$ cat src/sv/sdcd_pkg.sv
`timescale 1ns / 1ps
// ----------------------------------------------------------------------------
// sdcd_pkg
// Shared widths, constants, stage payload types and the day-offset table
// for the serial-day to calendar-date pipeline.
// ----------------------------------------------------------------------------
package sdcd_pkg;

    // Field widths
    localparam int SERIAL_W = 22;
    localparam int YEAR_W   = 14;
    localparam int MONTH_W  = 4;
    localparam int DAY_W    = 5;

    // Internal widths (set by the value ranges of each intermediate)
    localparam int JDN_W   = 23;   // shifted day number, below 2^23
    localparam int CENT_W  = 8;    // century count, at most 182
    localparam int DOC_W   = 16;   // day within century, at most 36525
    localparam int YIC_W   = 7;    // year within century, at most 100
    localparam int DOY_W   = 10;   // day within year plus 31, at most 397
    localparam int MIX_W   = 4;    // month index, at most 12
    localparam int OFS_W   = 9;    // day offset table entry

    // Front-end constants
    localparam logic [JDN_W-1:0] BASE_1904_OFS = JDN_W'(1462);
    localparam logic [JDN_W-1:0] LEAP_SERIAL   = JDN_W'(60);
    localparam logic [JDN_W-1:0] JDN_OFS       = JDN_W'(68569 + 2415019);

    // Fictitious leap day 29 Feb 1900
    localparam logic [YEAR_W-1:0]  LEAP_YEAR  = YEAR_W'(1900);
    localparam logic [MONTH_W-1:0] LEAP_MONTH = MONTH_W'(2);
    localparam logic [DAY_W-1:0]   LEAP_DAY   = DAY_W'(29);

    // floor(x*4/146097) as (x*CENT_MUL) >> CENT_SHIFT, exact for x < 2^23
    localparam int CENT_SHIFT = 41;
    localparam int CENT_MUL_W = 26;
    localparam logic [CENT_MUL_W-1:0] CENT_MUL =
        CENT_MUL_W'(((64'd4 << CENT_SHIFT) + 64'd146096) / 64'd146097);
    localparam int CENT_PROD_W = JDN_W + CENT_MUL_W;
    localparam int CENT_DAYS_W = 25;
    localparam logic [CENT_DAYS_W-1:0] CENT_DAYS = CENT_DAYS_W'(146097);

    // floor(x*4000/1461001) as (x*YEAR_MUL) >> YEAR_SHIFT, exact for x < 2^16
    localparam int YEAR_SHIFT = 37;
    localparam int YEAR_MUL_W = 29;
    localparam logic [YEAR_MUL_W-1:0] YEAR_MUL =
        YEAR_MUL_W'(((64'd4000 << YEAR_SHIFT) + 64'd1461000) / 64'd1461001);
    localparam int YEAR_PROD_W = DOC_W + YEAR_MUL_W;
    localparam int QYEAR_W = 18;
    localparam logic [QYEAR_W-1:0] QYEAR_DAYS = QYEAR_W'(1461);
    localparam logic [DOC_W-1:0]   MONTH_BIAS = DOC_W'(31);
    localparam logic [YEAR_W-1:0]  CENT_SCALE = YEAR_W'(100);
    localparam logic [YEAR_W-1:0]  CENT_BIAS  = YEAR_W'(49);

    // floor(x*80/2447) as (x*MONTH_MUL) >> MONTH_SHIFT, exact for x < 2^10
    localparam int MONTH_SHIFT = 22;
    localparam int MONTH_MUL_W = 18;
    localparam logic [MONTH_MUL_W-1:0] MONTH_MUL =
        MONTH_MUL_W'(((64'd80 << MONTH_SHIFT) + 64'd2446) / 64'd2447);
    localparam int MONTH_PROD_W = DOY_W + MONTH_MUL_W;
    localparam logic [MIX_W-1:0] MIX_WRAP   = MIX_W'(11);
    localparam logic [MIX_W-1:0] MIX_START  = MIX_W'(2);
    localparam logic [MIX_W-1:0] MIX_YEAR   = MIX_W'(12);

    // Payload after the century stages
    typedef struct packed {
        logic              leap;
        logic [CENT_W-1:0] cent;
        logic [DOC_W-1:0]  doc;
    } cent_item_t;

    // Payload after the year stages
    typedef struct packed {
        logic              leap;
        logic [DOY_W-1:0]  doy;
        logic [YEAR_W-1:0] year_base;
    } year_item_t;

    // floor(2447*j/80), days before month index j
    function automatic logic [OFS_W-1:0] day_offset(input logic [MIX_W-1:0] j);
        logic [OFS_W-1:0] ofs;
        unique case (j)
            4'd0:    ofs = 9'd0;
            4'd1:    ofs = 9'd30;
            4'd2:    ofs = 9'd61;
            4'd3:    ofs = 9'd91;
            4'd4:    ofs = 9'd122;
            4'd5:    ofs = 9'd152;
            4'd6:    ofs = 9'd183;
            4'd7:    ofs = 9'd214;
            4'd8:    ofs = 9'd244;
            4'd9:    ofs = 9'd275;
            4'd10:   ofs = 9'd305;
            4'd11:   ofs = 9'd336;
            4'd12:   ofs = 9'd367;
            4'd13:   ofs = 9'd397;
            4'd14:   ofs = 9'd428;
            default: ofs = 9'd458;
        endcase
        return ofs;
    endfunction

endpackage

$ cat src/sv/sdcd_cent.sv
`timescale 1ns / 1ps
// ----------------------------------------------------------------------------
// sdcd_cent
// Stages 1-3: base/leap adjust, century quotient, day within century.
// ----------------------------------------------------------------------------
module sdcd_cent (
    input  logic                          clk,
    input  logic                          rst_n,
    input  logic                          calendar_mode,
    input  logic                          in_valid,
    output logic                          in_ready,
    input  logic [sdcd_pkg::SERIAL_W-1:0] serial_day,
    output logic                          out_valid,
    input  logic                          out_ready,
    output sdcd_pkg::cent_item_t          out_item
);

    logic s1_valid_reg, s2_valid_reg, s3_valid_reg;
    logic s1_ready, s2_ready, s3_ready;

    logic [sdcd_pkg::JDN_W-1:0] v_base, v_adj;
    logic                       s1_leap_next, s1_leap_reg;
    logic [sdcd_pkg::JDN_W-1:0] s1_l0_next, s1_l0_reg;

    logic [sdcd_pkg::CENT_PROD_W-1:0] cent_prod;
    logic [sdcd_pkg::CENT_W-1:0]      s2_cent_next, s2_cent_reg;
    logic [sdcd_pkg::JDN_W-1:0]       s2_l0_reg;
    logic                             s2_leap_reg;

    logic [sdcd_pkg::CENT_DAYS_W-1:0] cyc_days;
    logic [sdcd_pkg::JDN_W-1:0]       cyc_start;
    sdcd_pkg::cent_item_t             s3_item_next, s3_item_reg;

    // Ready chain: a stage loads when empty or when its successor moves
    assign s3_ready = !s3_valid_reg || out_ready;
    assign s2_ready = !s2_valid_reg || s3_ready;
    assign s1_ready = !s1_valid_reg || s2_ready;
    assign in_ready = s1_ready;

    always_ff @(posedge clk or negedge rst_n)
    begin
        if (!rst_n)
        begin
            s1_valid_reg <= 1'b0;
            s2_valid_reg <= 1'b0;
            s3_valid_reg <= 1'b0;
        end
        else
        begin
            if (s1_ready) s1_valid_reg <= in_valid;
            if (s2_ready) s2_valid_reg <= s1_valid_reg;
            if (s3_ready) s3_valid_reg <= s2_valid_reg;
        end
    end

    // Stage 1: base select, leap-day detect, early-serial shift, day offset
    always_comb
    begin
        v_base = sdcd_pkg::JDN_W'(serial_day)
               + (calendar_mode ? sdcd_pkg::BASE_1904_OFS : '0);
        s1_leap_next = (v_base == sdcd_pkg::LEAP_SERIAL);
        v_adj = (v_base < sdcd_pkg::LEAP_SERIAL) ? v_base + 1'b1 : v_base;
        s1_l0_next = v_adj + sdcd_pkg::JDN_OFS;
    end

    // Stage 2: cycle count by reciprocal multiply
    assign cent_prod = sdcd_pkg::CENT_PROD_W'(s1_l0_reg)
                     * sdcd_pkg::CENT_PROD_W'(sdcd_pkg::CENT_MUL);
    assign s2_cent_next = cent_prod[sdcd_pkg::CENT_SHIFT +: sdcd_pkg::CENT_W];

    // Stage 3: remove whole cycles
    always_comb
    begin
        cyc_days  = sdcd_pkg::CENT_DAYS * sdcd_pkg::CENT_DAYS_W'(s2_cent_reg);
        cyc_start = sdcd_pkg::JDN_W'((cyc_days + sdcd_pkg::CENT_DAYS_W'(3)) >> 2);
        s3_item_next.leap = s2_leap_reg;
        s3_item_next.cent = s2_cent_reg;
        s3_item_next.doc  = sdcd_pkg::DOC_W'(s2_l0_reg - cyc_start);
    end

    always_ff @(posedge clk)
    begin
        if (in_valid && s1_ready)
        begin
            s1_leap_reg <= s1_leap_next;
            s1_l0_reg   <= s1_l0_next;
        end
        if (s1_valid_reg && s2_ready)
        begin
            s2_cent_reg <= s2_cent_next;
            s2_l0_reg   <= s1_l0_reg;
            s2_leap_reg <= s1_leap_reg;
        end
        if (s2_valid_reg && s3_ready)
        begin
            s3_item_reg <= s3_item_next;
        end
    end

    assign out_valid = s3_valid_reg;
    assign out_item  = s3_item_reg;

endmodule

$ cat src/sv/sdcd_year.sv
`timescale 1ns / 1ps
// ----------------------------------------------------------------------------
// sdcd_year
// Stages 4-5: year within cycle, day within year, partial year number.
// ----------------------------------------------------------------------------
module sdcd_year (
    input  logic                 clk,
    input  logic                 rst_n,
    input  logic                 in_valid,
    output logic                 in_ready,
    input  sdcd_pkg::cent_item_t in_item,
    output logic                 out_valid,
    input  logic                 out_ready,
    output sdcd_pkg::year_item_t out_item
);

    logic s4_valid_reg, s5_valid_reg;
    logic s4_ready, s5_ready;

    logic [sdcd_pkg::YEAR_PROD_W-1:0] year_prod;
    logic [sdcd_pkg::YIC_W-1:0]       s4_yic_next, s4_yic_reg;
    sdcd_pkg::cent_item_t             s4_item_reg;

    logic [sdcd_pkg::QYEAR_W-1:0]     qyear_days;
    logic [sdcd_pkg::DOC_W-1:0]       year_start;
    sdcd_pkg::year_item_t             s5_item_next, s5_item_reg;

    assign s5_ready = !s5_valid_reg || out_ready;
    assign s4_ready = !s4_valid_reg || s5_ready;
    assign in_ready = s4_ready;

    always_ff @(posedge clk or negedge rst_n)
    begin
        if (!rst_n)
        begin
            s4_valid_reg <= 1'b0;
            s5_valid_reg <= 1'b0;
        end
        else
        begin
            if (s4_ready) s4_valid_reg <= in_valid;
            if (s5_ready) s5_valid_reg <= s4_valid_reg;
        end
    end

    // Stage 4: year within cycle by reciprocal multiply
    assign year_prod = sdcd_pkg::YEAR_PROD_W'(in_item.doc + 1'b1)
                     * sdcd_pkg::YEAR_PROD_W'(sdcd_pkg::YEAR_MUL);
    assign s4_yic_next = year_prod[sdcd_pkg::YEAR_SHIFT +: sdcd_pkg::YIC_W];

    // Stage 5: day within year (March-based) and year before month carry
    always_comb
    begin
        qyear_days = sdcd_pkg::QYEAR_DAYS * sdcd_pkg::QYEAR_W'(s4_yic_reg);
        year_start = sdcd_pkg::DOC_W'(qyear_days >> 2);
        s5_item_next.leap = s4_item_reg.leap;
        s5_item_next.doy  = sdcd_pkg::DOY_W'(s4_item_reg.doc - year_start
                                             + sdcd_pkg::MONTH_BIAS);
        s5_item_next.year_base = sdcd_pkg::YEAR_W'(sdcd_pkg::CENT_SCALE
                                 * (sdcd_pkg::YEAR_W'(s4_item_reg.cent)
                                    - sdcd_pkg::CENT_BIAS))
                               + sdcd_pkg::YEAR_W'(s4_yic_reg);
    end

    always_ff @(posedge clk)
    begin
        if (in_valid && s4_ready)
        begin
            s4_yic_reg  <= s4_yic_next;
            s4_item_reg <= in_item;
        end
        if (s4_valid_reg && s5_ready)
        begin
            s5_item_reg <= s5_item_next;
        end
    end

    assign out_valid = s5_valid_reg;
    assign out_item  = s5_item_reg;

endmodule

$ cat src/sv/sdcd_mday.sv
`timescale 1ns / 1ps
// ----------------------------------------------------------------------------
// sdcd_mday
// Stages 6-7: month index, then day, month, final year and leap override.
// ----------------------------------------------------------------------------
module sdcd_mday (
    input  logic                         clk,
    input  logic                         rst_n,
    input  logic                         in_valid,
    output logic                         in_ready,
    input  sdcd_pkg::year_item_t         in_item,
    output logic                         out_valid,
    input  logic                         out_ready,
    output logic [sdcd_pkg::YEAR_W-1:0]  year_out,
    output logic [sdcd_pkg::MONTH_W-1:0] month_out,
    output logic [sdcd_pkg::DAY_W-1:0]   day_out
);

    logic s6_valid_reg, s7_valid_reg;
    logic s6_ready, s7_ready;

    logic [sdcd_pkg::MONTH_PROD_W-1:0] month_prod;
    logic [sdcd_pkg::MIX_W-1:0]        s6_mix_next, s6_mix_reg;
    sdcd_pkg::year_item_t              s6_item_reg;

    logic                              wrap;
    logic [sdcd_pkg::DOY_W-1:0]        day_full;
    logic [sdcd_pkg::YEAR_W-1:0]       year_next, year_reg;
    logic [sdcd_pkg::MONTH_W-1:0]      month_next, month_reg;
    logic [sdcd_pkg::DAY_W-1:0]        day_next, day_reg;

    assign s7_ready = !s7_valid_reg || out_ready;
    assign s6_ready = !s6_valid_reg || s7_ready;
    assign in_ready = s6_ready;

    always_ff @(posedge clk or negedge rst_n)
    begin
        if (!rst_n)
        begin
            s6_valid_reg <= 1'b0;
            s7_valid_reg <= 1'b0;
        end
        else
        begin
            if (s6_ready) s6_valid_reg <= in_valid;
            if (s7_ready) s7_valid_reg <= s6_valid_reg;
        end
    end

    // Stage 6: month index by reciprocal multiply
    assign month_prod = sdcd_pkg::MONTH_PROD_W'(in_item.doy)
                      * sdcd_pkg::MONTH_PROD_W'(sdcd_pkg::MONTH_MUL);
    assign s6_mix_next = month_prod[sdcd_pkg::MONTH_SHIFT +: sdcd_pkg::MIX_W];

    // Stage 7: calendar fields; Jan/Feb roll into the next year
    always_comb
    begin
        wrap     = (s6_mix_reg >= sdcd_pkg::MIX_WRAP);
        day_full = s6_item_reg.doy
                 - sdcd_pkg::DOY_W'(sdcd_pkg::day_offset(s6_mix_reg));
        if (s6_item_reg.leap)
        begin
            year_next  = sdcd_pkg::LEAP_YEAR;
            month_next = sdcd_pkg::LEAP_MONTH;
            day_next   = sdcd_pkg::LEAP_DAY;
        end
        else
        begin
            year_next  = s6_item_reg.year_base + sdcd_pkg::YEAR_W'(wrap);
            month_next = s6_mix_reg + sdcd_pkg::MIX_START
                       - (wrap ? sdcd_pkg::MIX_YEAR : '0);
            day_next   = sdcd_pkg::DAY_W'(day_full);
        end
    end

    always_ff @(posedge clk)
    begin
        if (in_valid && s6_ready)
        begin
            s6_mix_reg  <= s6_mix_next;
            s6_item_reg <= in_item;
        end
        if (s6_valid_reg && s7_ready)
        begin
            year_reg  <= year_next;
            month_reg <= month_next;
            day_reg   <= day_next;
        end
    end

    assign out_valid = s7_valid_reg;
    assign year_out  = year_reg;
    assign month_out = month_reg;
    assign day_out   = day_reg;

endmodule

$ cat src/sv/serial_day_to_calendar_date.sv
`timescale 1ns / 1ps
// ----------------------------------------------------------------------------
// serial_day_to_calendar_date
// Spreadsheet serial day number to Gregorian year, month and day.
// ----------------------------------------------------------------------------
// Usage:
//   Input channel (in_valid/in_ready, serial_day) takes one serial day per
//   transfer; output channel (out_valid/out_ready, year_out, month_out,
//   day_out) returns one date per transfer, in input order.
//   cfg_we/cfg_wdata write calendar_mode (0: 1900 base, 1: 1904 base, which
//   adds 1462 days). Write it only while no transfer is in flight.
//   Serial 60 in the 1900 base gives 29 Feb 1900; lower serials shift by one.
//   Seven register stages lie between input transfer and out_valid,
//   three of which each hold one reciprocal multiplier.
//   Throughput is one transfer per cycle while out_ready stays high.
//   Each stage has its own valid bit and loads when empty or when the next
//   stage moves, so a stalled receiver holds the output and the pipeline
//   keeps filling its empty stages; nothing is dropped or repeated.
//   Reset clears all valid bits and sets calendar_mode to the 1900 base.
// ----------------------------------------------------------------------------
module serial_day_to_calendar_date (
    input  logic                          clk,
    input  logic                          rst_n,
    input  logic                          cfg_we,
    input  logic                          cfg_wdata,
    input  logic                          in_valid,
    output logic                          in_ready,
    input  logic [sdcd_pkg::SERIAL_W-1:0] serial_day,
    output logic                          out_valid,
    input  logic                          out_ready,
    output logic [sdcd_pkg::YEAR_W-1:0]   year_out,
    output logic [sdcd_pkg::MONTH_W-1:0]  month_out,
    output logic [sdcd_pkg::DAY_W-1:0]    day_out
);

    logic                 calendar_mode_reg;
    logic                 cent_valid, cent_ready;
    sdcd_pkg::cent_item_t cent_item;
    logic                 year_valid, year_ready;
    sdcd_pkg::year_item_t year_item;

    // Mode register
    always_ff @(posedge clk or negedge rst_n)
    begin
        if (!rst_n)
        begin
            calendar_mode_reg <= 1'b0;
        end
        else if (cfg_we)
        begin
            calendar_mode_reg <= cfg_wdata;
        end
    end

    sdcd_cent u_cent (
        .clk           (clk),
        .rst_n         (rst_n),
        .calendar_mode (calendar_mode_reg),
        .in_valid      (in_valid),
        .in_ready      (in_ready),
        .serial_day    (serial_day),
        .out_valid     (cent_valid),
        .out_ready     (cent_ready),
        .out_item      (cent_item)
    );

    sdcd_year u_year (
        .clk       (clk),
        .rst_n     (rst_n),
        .in_valid  (cent_valid),
        .in_ready  (cent_ready),
        .in_item   (cent_item),
        .out_valid (year_valid),
        .out_ready (year_ready),
        .out_item  (year_item)
    );

    sdcd_mday u_mday (
        .clk       (clk),
        .rst_n     (rst_n),
        .in_valid  (year_valid),
        .in_ready  (year_ready),
        .in_item   (year_item),
        .out_valid (out_valid),
        .out_ready (out_ready),
        .year_out  (year_out),
        .month_out (month_out),
        .day_out   (day_out)
    );

    // An empty output stage lets the whole chain accept
    a_ready_when_drained: assert property (
        @(posedge clk) disable iff (!rst_n)
        !out_valid |-> in_ready
    ) else $error("input stalled with an empty pipeline");

    // Month index stays in 1..12 for every serial
    a_month_range: assert property (
        @(posedge clk) disable iff (!rst_n)
        out_valid |-> (month_out >= 4'd1 && month_out <= 4'd12)
    ) else $error("month out of range");

    // Day of month never zero
    a_day_nonzero: assert property (
        @(posedge clk) disable iff (!rst_n)
        out_valid |-> (day_out != 5'd0)
    ) else $error("day of month is zero");

endmodule
$ cat config.mk
export PLATFORM = sky130hd
export DESIGN_NAME = serial_day_to_calendar_date
export DESIGN_NICKNAME = d
export VERILOG_FILES = /design/src/sv/sdcd_pkg.sv /design/src/sv/sdcd_cent.sv /design/src/sv/sdcd_year.sv /design/src/sv/sdcd_mday.sv /design/src/sv/serial_day_to_calendar_date.sv
export SDC_FILE = /design/constraint.sdc
export NUM_CORES = 2
export LEC_CHECK = 0
export BUFFER_PORTS_ARGS = -buffer_cell sky130_fd_sc_hd__buf_4
export CAP_MARGIN = 40
export CORE_UTILIZATION = 50
export CTS_CLUSTER_SIZE = 40
export DETAILED_ROUTE_END_ITERATION = 8
export PLACE_DENSITY = 0.71
export SLEW_MARGIN = 25
export SYNTH_ARGS = -nofsm -noshare
export SYNTH_HDL_FRONTEND = slang
export SYNTH_SLANG_ARGS = --single-unit
$ cat constraint.sdc
create_clock -name clk -period 8.2 [get_ports clk]
set_clock_uncertainty 0.2 [all_clocks]
set_input_delay 0.82 -clock clk [delete_from_list [all_inputs] [get_ports clk]]
set_output_delay 0.82 -clock clk [all_outputs]
set_load 0.02 [all_outputs]
==> results.md <==
- Yosys synthesis warning count: 0
- Mapped Nets: about 4,000
- Die ar.: between 0.06 and 0.07 mm^2
- Rel. slew slack: a little under half
- First-pass GRT wire length: ~110,000 um
- Synthesis-stage register bit count: 185
- EDFF count, synth: 172
- Post-route cell area: roughly 0.034 mm^2
- Share of post-route cells with drive strength above 1: about 5%
- Area leader, netlist: fa_1
- Post-Synth XOR/XNOR Area: under 10%
- DR vias/cell: about 5.1
- Initial antenna violation count: 0
- Clock Path Buffers: 2
- Least-Margin Pin Slew: ~0.80 ns
- Skew-Pair Late Insertion Delay: between 0.4 and 0.5 ns
- Gr ovfl total: 0
- Total CTS buffers: 17
- Cell count after synthesis: about 3,000
- Routed vias: around 20,000
- Final Cycle Share: between 90 and 100%
- Mux contribution to synthesized area: less than 1%
- Compound-Gate Fraction of Synth Area: about 6.6%
- Die width: about 250 um
- Adder-cell share of the synthesized area: 55.2%
- Syn_area_per_cell: 10.6 um^2
- GRT Resource Usage Total: 21.5%
- Main area contributors after synthesis: fa_1, ha_1, edfxtp_1
- Tmin final: roughly 7.8 ns
- Initial DRC Count: between 800 and 900
- Top cell type's share of synthesized area: a little under a third
- RD Place Congestion: 0.961
- DP Wirelength: about 56,000 um
- Async SR Flop Fraction: 4.32%
- Crit path buffers/inverters: 6
- Core Region: about 0.062 mm^2
- Register area share after synthesis: 17.4%
- CP delay by family, top: adder cells
- Drt wl/cell: between 15 and 20 um
- PortBufs: 52
- Max-cap violations: 0
- H-tree depth: 4
- Worst Path Arrival: about 8 ns
- Final Hold Fails: 0
- Initial Util: approximately half
- Synth Area in Simple Gates: ~5.5%
- Crit-path max cell delay: around 0.6 ns
- Clk pin slew, worst setup/hold paths: roughly 0.080 ns
- Largest family of logic cells by synthesized area: adder cells
- CP max stage cell: fa_1
- Crit-path max FO: 5
- Final WL: approximately 64,000 um
- Pin count of the biggest net entering global routing: 27
- I/O Pins: 53
- Crit end category: register
- Most frequent cell after synthesis: inv_1
- CP most frequent cell: fa_1
- Highest clock rate: approximately 130 MHz
- CP startpoint kind: register
- Fillers: ~5,400
- Mapped Area: between 0.03 and 0.04 mm^2
- Placed inst area: 0.0331 mm^2
- Setup-failing EPs final: 0
- Row count: just over 90
- Fin. max-slew vios: 0
- Layout Nets: between 4,000 and 5,000
- Clock sink count: 185
- CP Data Required Time: 8.21 ns
- Distinct cells, synth: 80
- Area growth syn-to-layout: 7.31%
- HP Class: reg -> reg
- Status: finished, final reports clean
- TritonCTS clock tree: done
- CTS root buf: clkbuf_16
- WS Path Type: reg -> reg
- Primary FF master, synth: edfxtp_1
- Antenna Nets Post-Route: 0
- Vias in the first global route: roughly 21,000
- Number of remaining DRC errors: 0
- First-pass iteration count of the detailed router: 5
- Die Y: ~250 um
- Post-synth top cells: inv_1, ha_1, fa_1
## through the flow
step           setup WS [ns]  hold WS [ns]  setup TNS (ns)  utilization, %  instances
6_report               0.370         0.216               0            54.6       3898
5_1_grt              -0.0720         0.228          -0.128            54.6       3897
4_1_cts               0.0872         0.220               0            54.5       3897
3_5_place_dp           0.180         0.205               0            53.5       3864
3_3_place_gp           0.400         0.200               0            53.4       3860
2_1_floorplan          0.826         0.200               0               -       2959
## final cells by class
cell class	instances	area, um^2	area share [%]
inverter	824	3090	9.15
clock inverter	15	218	0.644
multi-input combinational	1933	22900	67.7
clock buffer	17	425	1.26
antenna	1	2.50	0.00740
sequential	185	5470	16.2
timing repair buffer	86	657	1.94
tap	837	1050	3.10
## cell families after synthesis
logic type | after synthesis
AO/OA/AOI/OAI | 302
XOR/XNOR | 173
adder cells (fa/ha/maj) | 1097
buffers and inverters | 841
flip-flops | 185
multiplexers | 15
AND/OR/NAND/NOR | 346
## final timing paths
path                                      from                      to  slack [ns]  cells past startpoint
setup / recovery            u_cent.out_item[4]    u_year.s4_yic_reg[6]        0.37                     26
hold / removal             u_cent.out_item[23]  u_year.s4_item_reg[23]        0.22                      0
setup reg to reg            u_cent.out_item[4]    u_year.s4_yic_reg[6]        0.37                     26
hold reg to reg            u_cent.out_item[23]  u_year.s4_item_reg[23]        0.22                      0
max in group asynchronous                rst_n     u_mday.s6_valid_reg        7.15                      2
min in group asynchronous                rst_n     u_cent.s2_valid_reg        0.52                      2
## cell usage in the layout, fill, tap and decap left out, types with 4 or more instances in the layout
cell and count:
a2111oi_0 5, a211o_1 5, a211oi_1 16, a21boi_0 6
a21o_1 34, a21oi_1 91, a31o_2 6, a31oi_1 6
and2_1 8, and3_1 25, buf_4 81, clkbuf_16 17
clkinv_8 6, dfrtp_1 8, dfxtp_1 5, edfxtp_1 172
fa_1 490, ha_1 606, inv_1 824, mux2i_1 12
nand2_1 78, nand2b_1 22, nand3_1 41, nand4_1 19
nor2_1 84, nor2b_1 18, nor3_1 21, o2111ai_1 6
o211ai_1 5, o21a_1 12, o21ai_0 41, o21bai_1 19
o31ai_1 4, or2_2 5, or3_1 4, xnor2_1 117
xor2_1 56
## metal layers
layer,global-route usage [%],vias to the layer above,part of all wire (%)
li1,-,9655,-
met3,3.34,81,4.1
met5,0,-,0
met1,27.4,9979,44
met4,5.19,0,1.9
met2,38.1,347,50
## what timing repair did
action / in CTS / in global routing
hold buffers: 1 / 0
setup buffers: 0 / 0
endpoints found under the setup margin: 0 / 5
gates resized for setup: 0 / 3
endpoints found under the hold margin: 8 / 0
Power is left out: the tool's default activity adds up to more than one toggle a clock period on the data nets, which glitch-free logic cannot reach.
